<file path="config.mk">
export PLATFORM = sky130hd
export DESIGN_NAME = mcbm_ctrl
export DESIGN_NICKNAME = d
export VERILOG_FILES = /design/src/rtl/mcbm_pkg.sv /design/src/rtl/mcbm_ctrl.sv
export SDC_FILE = /design/constraint.sdc
export NUM_CORES = 1
export LEC_CHECK = 0
export BUFFER_PORTS_ARGS = -buffer_cell sky130_fd_sc_hd__buf_4
export CAP_MARGIN = 25
export CORE_AREA = 2 2 39 41
export CTS_BUF_LIST = sky130_fd_sc_hd__clkbuf_8 sky130_fd_sc_hd__clkbuf_16
export DETAILED_ROUTE_END_ITERATION = 10
export DIE_AREA = 0 0 41 43
export PLACE_DENSITY_LB_ADDON = 0.15
export SKIP_LAST_GASP = 1
export SYNTH_ARGS = -nofsm -noshare
export SYNTH_HDL_FRONTEND = slang
export SYNTH_SLANG_ARGS = --single-unit
</file>
<file path="constraint.sdc">
create_clock -name clk -period 2.3 [get_ports clk]
set_input_delay 0.115 -clock clk [delete_from_list [all_inputs] [get_ports clk]]
set_output_delay 0.115 -clock clk [all_outputs]
set_load 0.02 [all_outputs]
</file>
<file path="src/rtl/mcbm_pkg.sv">
// shared types and constants for the multi-channel byte mailbox
// no dependencies
package mcbm_pkg;

  localparam int BOX_COUNT   = 16;
  localparam int RING_BYTES  = 64;
  localparam int MAX_RESULTS = 64;
  localparam int BOX_W       = $clog2(BOX_COUNT);
  localparam int POS_W       = $clog2(RING_BYTES);
  localparam int FILL_W      = $clog2(RING_BYTES + 1);
  localparam int ADDR_W      = BOX_W + POS_W;

  typedef enum logic [1:0] {
    KIND_OPEN  = 2'd0,
    KIND_CLOSE = 2'd1,
    KIND_SEND  = 2'd2,
    KIND_RECV  = 2'd3
  } kind_t;

  typedef enum logic [1:0] {
    ST_OK        = 2'd0,
    ST_NOT_USED  = 2'd1,
    ST_WOULD_BLK = 2'd2,
    ST_NO_FREE   = 2'd3
  } status_t;

  typedef enum logic [2:0] {
    S_IDLE,
    S_DECODE,
    S_SCAN,
    S_RECV,
    S_RESP
  } state_t;

  // controller to datapath commands
  typedef struct packed {
    logic capture;      // latch input transaction
    logic scan_clear;   // reset scan index
    logic scan_step;    // advance scan index
    logic do_close;
    logic do_claim;     // claim first free box found by the scan, if no name matched
    logic do_send;      // apply send result
    logic recv_start;   // set up receive run
    logic recv_step;    // issue one memory read
    logic emit_single;  // present single result
  } dp_cmd_t;

  // datapath to controller status
  typedef struct packed {
    kind_t kind;
    logic  scan_done;
    logic  recv_last;   // last read issued
    logic  recv_run;    // receive will emit bytes
  } dp_stat_t;

endpackage

</file>
<file path="src/rtl/mcbm_ctrl.sv">
// controller state machine for the mailbox
// depends on mcbm_pkg
module mcbm_ctrl (
  input  logic                clk,
  input  logic                rst_n,
  input  logic                start,
  output logic                busy,
  input  mcbm_pkg::dp_stat_t  stat,
  output mcbm_pkg::dp_cmd_t   cmd
);

  mcbm_pkg::state_t state_r, state_nxt;

  // state register
  always_ff @(posedge clk) begin
    if (!rst_n) state_r <= mcbm_pkg::S_IDLE;
    else        state_r <= state_nxt;
  end

  // next state and commands
  always_comb begin
    state_nxt = state_r;
    cmd       = '0;
    busy      = 1'b1;
    case (state_r)
      mcbm_pkg::S_IDLE: begin
        busy = 1'b0;
        if (start) begin
          cmd.capture = 1'b1;
          state_nxt   = mcbm_pkg::S_DECODE;
        end
      end
      mcbm_pkg::S_DECODE: begin
        case (stat.kind)
          mcbm_pkg::KIND_OPEN: begin
            cmd.scan_clear = 1'b1;
            state_nxt      = mcbm_pkg::S_SCAN;
          end
          mcbm_pkg::KIND_CLOSE: begin
            cmd.do_close    = 1'b1;
            cmd.emit_single = 1'b1;
            state_nxt       = mcbm_pkg::S_IDLE;
          end
          mcbm_pkg::KIND_SEND: begin
            cmd.do_send     = 1'b1;
            cmd.emit_single = 1'b1;
            state_nxt       = mcbm_pkg::S_IDLE;
          end
          default: begin
            cmd.recv_start = 1'b1;
            if (stat.recv_run) state_nxt = mcbm_pkg::S_RECV;
            else begin
              cmd.emit_single = 1'b1;
              state_nxt       = mcbm_pkg::S_IDLE;
            end
          end
        endcase
      end
      mcbm_pkg::S_SCAN: begin
        if (stat.scan_done) begin
          cmd.do_claim    = 1'b1;
          cmd.emit_single = 1'b1;
          state_nxt       = mcbm_pkg::S_IDLE;
        end else begin
          cmd.scan_step = 1'b1;
        end
      end
      mcbm_pkg::S_RECV: begin
        cmd.recv_step = 1'b1;
        if (stat.recv_last) state_nxt = mcbm_pkg::S_RESP;
      end
      mcbm_pkg::S_RESP: begin
        // last read data drains to the output
        state_nxt = mcbm_pkg::S_IDLE;
      end
      default: state_nxt = mcbm_pkg::S_IDLE;
    endcase
  end

  // assertions
  a_no_start_busy: assert property (@(posedge clk) disable iff (!rst_n)
    busy |-> !cmd.capture) else $error("capture while busy");
  a_claim_scan: assert property (@(posedge clk) disable iff (!rst_n)
    cmd.do_claim |-> stat.scan_done) else $error("claim before scan done");
  a_recv_follow: assert property (@(posedge clk) disable iff (!rst_n)
    (state_r == mcbm_pkg::S_RESP) |=> !busy) else $error("resp did not end");

endmodule

</file>
==> reports/qor_table.md, run 1 <==
| Quantity | This run |
|---|---|
| Count of warnings emitted by yosys | 0 |
| Number of nets with antenna violations after detailed routing | 0 |
| Cells after synthesis | 39 |
| Worst setup slack for register-to-register paths | 1190 ps |
| Later-pin clock latency in the skew report | 220 ps |
| Total die area | 1760 sq um |
| Longest Clk Path Bufs | 2 |
| Setup TNS | 0 ps |
| Maximum number of pins on one net before global-route repair | 10 |
| Largest delay share family, worst path | flip-flops |
| Worst setup timing slack at the placement stage | 1070 ps |
| Max Fclk | 0.691 GHz |
| Total core area | 1380 sq um |
| RSZ-0062 raised after global routing | no |
| Leakage power total | 0.273 nW |
| PD cells | 683 nW/um^2 |
| Yosys top cell area share | 18.7% |
| Setup clock skew after layout | 3.79 ps |
| Startpoint of the worst hold path | stat[1] |
| Data required time of the critical path | 2180 ps |
| Crit. Startpoint | state_r[1]$_SDFFE_PN0P_ |
| Flop pwr share | 20.1% |
| NumNets Final | 72 |
| Kind of end point of the critical path | output port |
| Most area-consuming cells after synthesis | dfxtp_1 (19%), ha_1 (16%), and3_1 (12%), inv_1 (7.0%), o211ai_1 (4.7%) |
| Initial antenna violation count | 0 |
| Placed standard-cell area | 458 sq um |
| Measured slew at the worst slew-check pin | 276 ps |
| H-tree level count | 1 |
| Number of slew-limit violations in the final report | 0 |
| Cell row count | 14 |
| Data arrival, critical path | 1330 ps |
| Post-cts resize count | 0 |
| Global routing usage summed across all routing layers | 9.63% |
| Worst min-delay path category | primary input to flop |
| Maximum resistive drop on vdd | 0.194 mV |
| Worst Path Max Fanout | 9 |
| Largest registers ranked by flip-flop count | state_r x3 |
| Hold bufs inserted after CTS | 0 |
| Remaining routing DRC violations | 0 |
| Total area of sequential cells | 60.1 sq um |
| Slowest CP cell | dfxtp_1 |
| Post-synth cell types | 21 |
| Share of cells above drive strength 1 | 42.4% |
| Iteration-0 DRC count of the detailed router | 1 |
| Combined buffer and inverter count along the critical path | 1 |
| Diodes inserted | 0 |
| Part of the Yosys area used for sequential elements | 18.7% |
| Cell chosen for the clock root | clkbuf_8 |
| Total nets after synthesis | 51 |
| Share of power burned in combinational logic | 35.0% |
| Clk network pwr share | 44.9% |
| Series of cell instances along the critical path | nor3b_1 > and2_1 > a31o_2 > buf_4 |
| Clock sink total | 3 |
| CTS clock-pin slew for the worst setup and hold paths | 30 ps |
| Wire length of the first global-routing pass | 1120 um |
| Worst slew margin | 81.6% |
| Total of max-cap violations | 0 |
| Fillers | 153 |
| Commonest non-fill, non-tap cell in the layout | buf_4 |
| Count of input and output buffers | 17 |
| Inserted Clock Buffers | 3 |
| Most frequent cells in the layout | buf_4 (17), inv_1 (7), and3_1 (6), ha_1 (4) |
| Area of the multi-input gates | 228 sq um |
| Post-CTS Setup Inserts | 0 |
| Launch instance of the worst register-to-register path | state_r[0]$_SDFFE_PN0P_ |
| IO Pins | 18 |
| #FFs+latches synth | 3 |
| GRT overflow | 0 |
| Count of final setup violators | 0 |
| Result of the run | finished clean |
| Flip-flop count of the largest register after layout | 3 |
| Net switching power figure | 110 uW |
| Post-synthesis cell area | 322 sq um |
| Height of the die | 43 um |
| Post-synthesis to final-layout area growth | 56.4% |
| Routed Wire Length | 715 um |
| Type of the setup path with the least slack | flop to output port |
| Biggest register | state_r |
| Starting Density | 23.2% |
| Critical Path Start Type | flop |
| Number of detailed-route iterations in the first pass | 3 |
| Min setup slack post-route | 853 ps |
| Via count normalized by instance count | 4.47 |
| Overall power | 343 uW |
| Number of endpoints with negative hold slack in the final report | 0 |
| DIE WIDTH | 41 um |
| Mean post-synth cell area | 8.25 sq um |
| Clock tree from TritonCTS | done |
| Global placement routability congestion | 0.674 |
| Fin crit share | 62.9% |
| Internal power contribution | 234 uW |
| Final critical path time including I/O delays and setup | 1450 ps |
| Vias in the first global route | 269 |
| Largest incremental delay on the critical path | 470 ps |
| Net switching fraction of the power | 32.0% |
| Wire per inst | 9.53 um |
| Post-synth top area cell | dfxtp_1 |
| DR vias | 335 |
| Sum of net half-perimeters after detailed placement | 577 um |
| Final design instance area without fill | 503 sq um |
## routing by layer
metal	vias to the layer above	wire [um]	global-route usage (%)
met2	10	348	13.1
met4	0	23	8.00
met1	150	295	12.5
li1	173	-	-
met3	2	47	1.57
met5	-	0	0
## through the flow
stage | utilization, % | hold slack [ps] | cells
final | 36.3 | 150 | 75
after global routing | 36.3 | 171 | 75
after CTS | 36.3 | 146 | 75
after detailed placement | 33.1 | 371 | 71
after global placement | 33.1 | 370 | 71
after floorplan | - | 246 | 39
## power groups by stage
stage | Clock (mW) | Combinational, mW | Sequential, mW
global placement | 0 | 0.122 | 0.0702
CTS | 0.157 | 0.122 | 0.0692
global route | 0.163 | 0.133 | 0.0709
detailed placement | 0 | 0.121 | 0.0702
floorplan | 0 | 0.0842 | 0.0640
finish | 0.154 | 0.120 | 0.0691
## area by class of cell
class	count	share of cell area, %
repair buffers	17	25.4
inverters	6	4.48
clock buffers	3	8.21
flip-flops and latches	3	11.9
multi-input cells	29	45.3
well taps	16	3.98
clock inverters	1	0.746
## synth_stat cells
master    number
and3_1         6
inv_1          6
ha_1           4
dfxtp_1        3
nand2_1        3
o211ai_1       2
a21oi_1        1
a22oi_1        1
a31o_2         1
and2_1         1
and4_1         1
buf_6          1
mux2_2         1
mux2i_1        1
nand2b_1       1
nor2_1         1
nor2b_1        1
nor2b_2        1
nor3b_1        1
o211ai_2       1
or3_4          1
## kinds of logic (layout without fill, tap and decap cells)
family	Yosys count	in the layout	synth area share (%)
buffers and inverters	7	27	10.5
adder cells (fa/ha/maj)	4	4	15.6
AND/OR/NAND/NOR	17	17	33.5
multiplexers	2	2	6.61
AO/OA/AOI/OAI	6	6	15.2
flip-flops	3	3	18.7
## final timing paths
kind	depth (start not counted)	endpoint
worst max-delay path	4	cmd[0]
worst min-delay path	2	state_r[2]$_SDFFE_PN0P_
worst max register to register	3	state_r[0]$_SDFFE_PN0P_
worst min register to register	2	state_r[1]$_SDFFE_PN0P_
Power figures use the tool's default switching activity.
==> inputs of run 2 (changes only) <==
Clock period 2.3 ns to 1.3 ns, I/O delays scaled along.
==> run 2 against run 1 <==
  * Clock power is 69% higher
  * Sequential power is 78% higher
  * Global-route usage is 0.70 points higher
  * Worst hold slack worse by 58 ps
  * Die area stayed put
  * Combinational power is 110% higher
  * Cell area is 7.7% higher
  * Setup slack worse by 830 ps
  * Critical path depth stayed put
  * First-iteration DRC count grew to 6.0 times the previous value
  * Non-clock buffer count is 2 higher
  * Highest routed layer unchanged
==> reports/qor_table.md, run 2 (synthesis results as in run 1) <==
| Quantity | This run | Change |
|---|---|---|
| Later-pin clock latency in the skew report | 210 ps | about the same |
| Global routing usage summed across all routing layers | 10.3% | +0.70 points |
| Commonest non-fill, non-tap cell in the layout | buf_4 |  |
| Flip-flop count of the largest register after layout | 3 | unchanged |
| Clock sink total | 3 | unchanged |
| Biggest register | state_r |  |
| Placed standard-cell area | 465 sq um | +1.6% |
| Sum of net half-perimeters after detailed placement | 586 um | +1.4% |
| Share of cells above drive strength 1 | 52.5% | +10 points |
| H-tree level count | 1 | unchanged |
| Number of nets with antenna violations after detailed routing | 0 | unchanged |
| Initial antenna violation count | 0 | unchanged |
| Height of the die | 43 um | unchanged |
| DR vias | 356 | +6.3% |
| Starting Density | 23.2% | unchanged |
| Worst slew margin | 85.4% | +3.8 points |
| Total core area | 1380 sq um | unchanged |
| Final critical path time including I/O delays and setup | 1270 ps |  |
| Setup clock skew after layout | 1.04 ps | -2.75 ps |
| Result of the run | finished clean |  |
| Number of endpoints with negative hold slack in the final report | 0 | unchanged |
| RSZ-0062 raised after global routing | yes |  |
| Type of the setup path with the least slack | flop to output port |  |
| PD cells | 1160 nW/um^2 | +70% |
| Cell row count | 14 | unchanged |
| Kind of end point of the critical path | output port |  |
| Count of final setup violators | 0 | unchanged |
| Critical Path Start Type | flop |  |
| Diodes inserted | 0 | unchanged |
| IO Pins | 18 | unchanged |
| Iteration-0 DRC count of the detailed router | 6 | +5 |
| Inserted Clock Buffers | 3 | unchanged |
| CTS clock-pin slew for the worst setup and hold paths | 30 ps | about the same |
| Remaining routing DRC violations | 0 | unchanged |
| Data required time of the critical path | 1240 ps | -940 ps |
| Max Fclk | 0.784 GHz |  |
| Total of max-cap violations | 0 | unchanged |
| Final design instance area without fill | 542 sq um | +7.7% |
| Count of input and output buffers | 17 | unchanged |
| Measured slew at the worst slew-check pin | 219 ps | -57.4 ps |
| Clock tree from TritonCTS | done |  |
| Number of slew-limit violations in the final report | 0 | unchanged |
| Number of detailed-route iterations in the first pass | 4 | +1 |
| GRT overflow | 0 | unchanged |
| Leakage power total | 0.293 nW | +7.1% |
| Total die area | 1760 sq um | unchanged |
| Hold bufs inserted after CTS | 0 | unchanged |
| Fin crit share | 98.1% |  |
| Via count normalized by instance count | 4.62 | +3.5% |
| Global placement routability congestion | 0.711 | +5.5% |
| NumNets Final | 74 | +2.8% |
| DIE WIDTH | 41 um | unchanged |
| Largest registers ranked by flip-flop count | state_r x3 |  |
| Overall power | 630 uW | +84% |
| Data arrival, critical path | 1210 ps | -120 ps |
| Maximum resistive drop on vdd | 0.396 mV | +100% |
| Hold Slack | 91.5 ps | -58.0 ps |
| Wire per inst | 10.3 um | +8.4% |
| Wire length of the first global-routing pass | 1160 um | +3.1% |
| Most frequent cells in the layout | buf_4 (18), inv_1 (7), and3_1 (6), ha_1 (4) |  |
| Routed Wire Length | 796 um | +11% |
| Vias in the first global route | 296 | +10% |
| Maximum number of pins on one net before global-route repair | 9 | -1 |
| Longest Clk Path Bufs | 2 | unchanged |
| Cell chosen for the clock root | clkbuf_8 |  |
| Worst min-delay path category | primary input to flop |  |
| Post-synthesis to final-layout area growth | 68.5% |  |
| Worst Path Max Fanout | 5 | -4 |
-- run 2: layer usage --
| layer | share of wire [%] | GRT usage [%] |
|---|---|---|
| met1 | 38 | 9.62 |
| met2 | 53 | 15.0 |
| met3 | 6.7 | 5.24 |
| met4 | 2.8 | 10.0 |
| met5 | 0 | 0 |
-- run 2: cell type report --
type	instances	area [sq um]
Clock buffer	3	41.3
Clock inverter	1	3.75
Fill cell	153	842
Inverter	6	22.5
Multi-Input combinational cell	29	243
Sequential cell	3	65.1
Tap cell	16	20.0
Timing Repair Buffer	19	146
-- run 2: worst paths after layout --
path | from | endpoint | slack [ps] | depth (start not counted)
worst min register to register | state_r[0]$_SDFFE_PN0P_ | state_r[1]$_SDFFE_PN0P_ | 540 | 2
worst max-delay path | state_r[1]$_SDFFE_PN0P_ | cmd[0] | 30 | 4
worst min-delay path | stat[1] | state_r[2]$_SDFFE_PN0P_ | 90 | 2
worst max register to register | state_r[1]$_SDFFE_PN0P_ | state_r[1]$_SDFFE_PN0P_ | 240 | 3
-- run 2: through the flow --
stage	std cells	TNS, ps	setup slack (ps)	utilization, %
2_1_floorplan	39	0	107	-
3_3_place_gp	72	0	126	33.6
3_5_place_dp	72	0	175	33.6
4_1_cts	76	-24.7	-24.7	37.7
5_1_grt	77	-22.0	-11.9	39.2
6_report	77	0	25.2	39.2
-- run 2: power breakdown --
part           switching, mW  internal [mW]
Combinational          0.116          0.130
Clock                 0.0603          0.201
Sequential            0.0166          0.106
-- run 2: timing repair --
item,4_1_cts,5_1_grt
endpoints found under the hold margin,0,0
pin swaps,0,1
resized for setup,3,5
setup endpoints to repair,3,6
setup buffers,0,1
-- run 2: worst max-delay path, stage by stage, from the launching register on --
cell	delay [ps]
dfxtp_4	340
nor3b_2	150
and2_4	160
a31o_2	210
buf_6	130
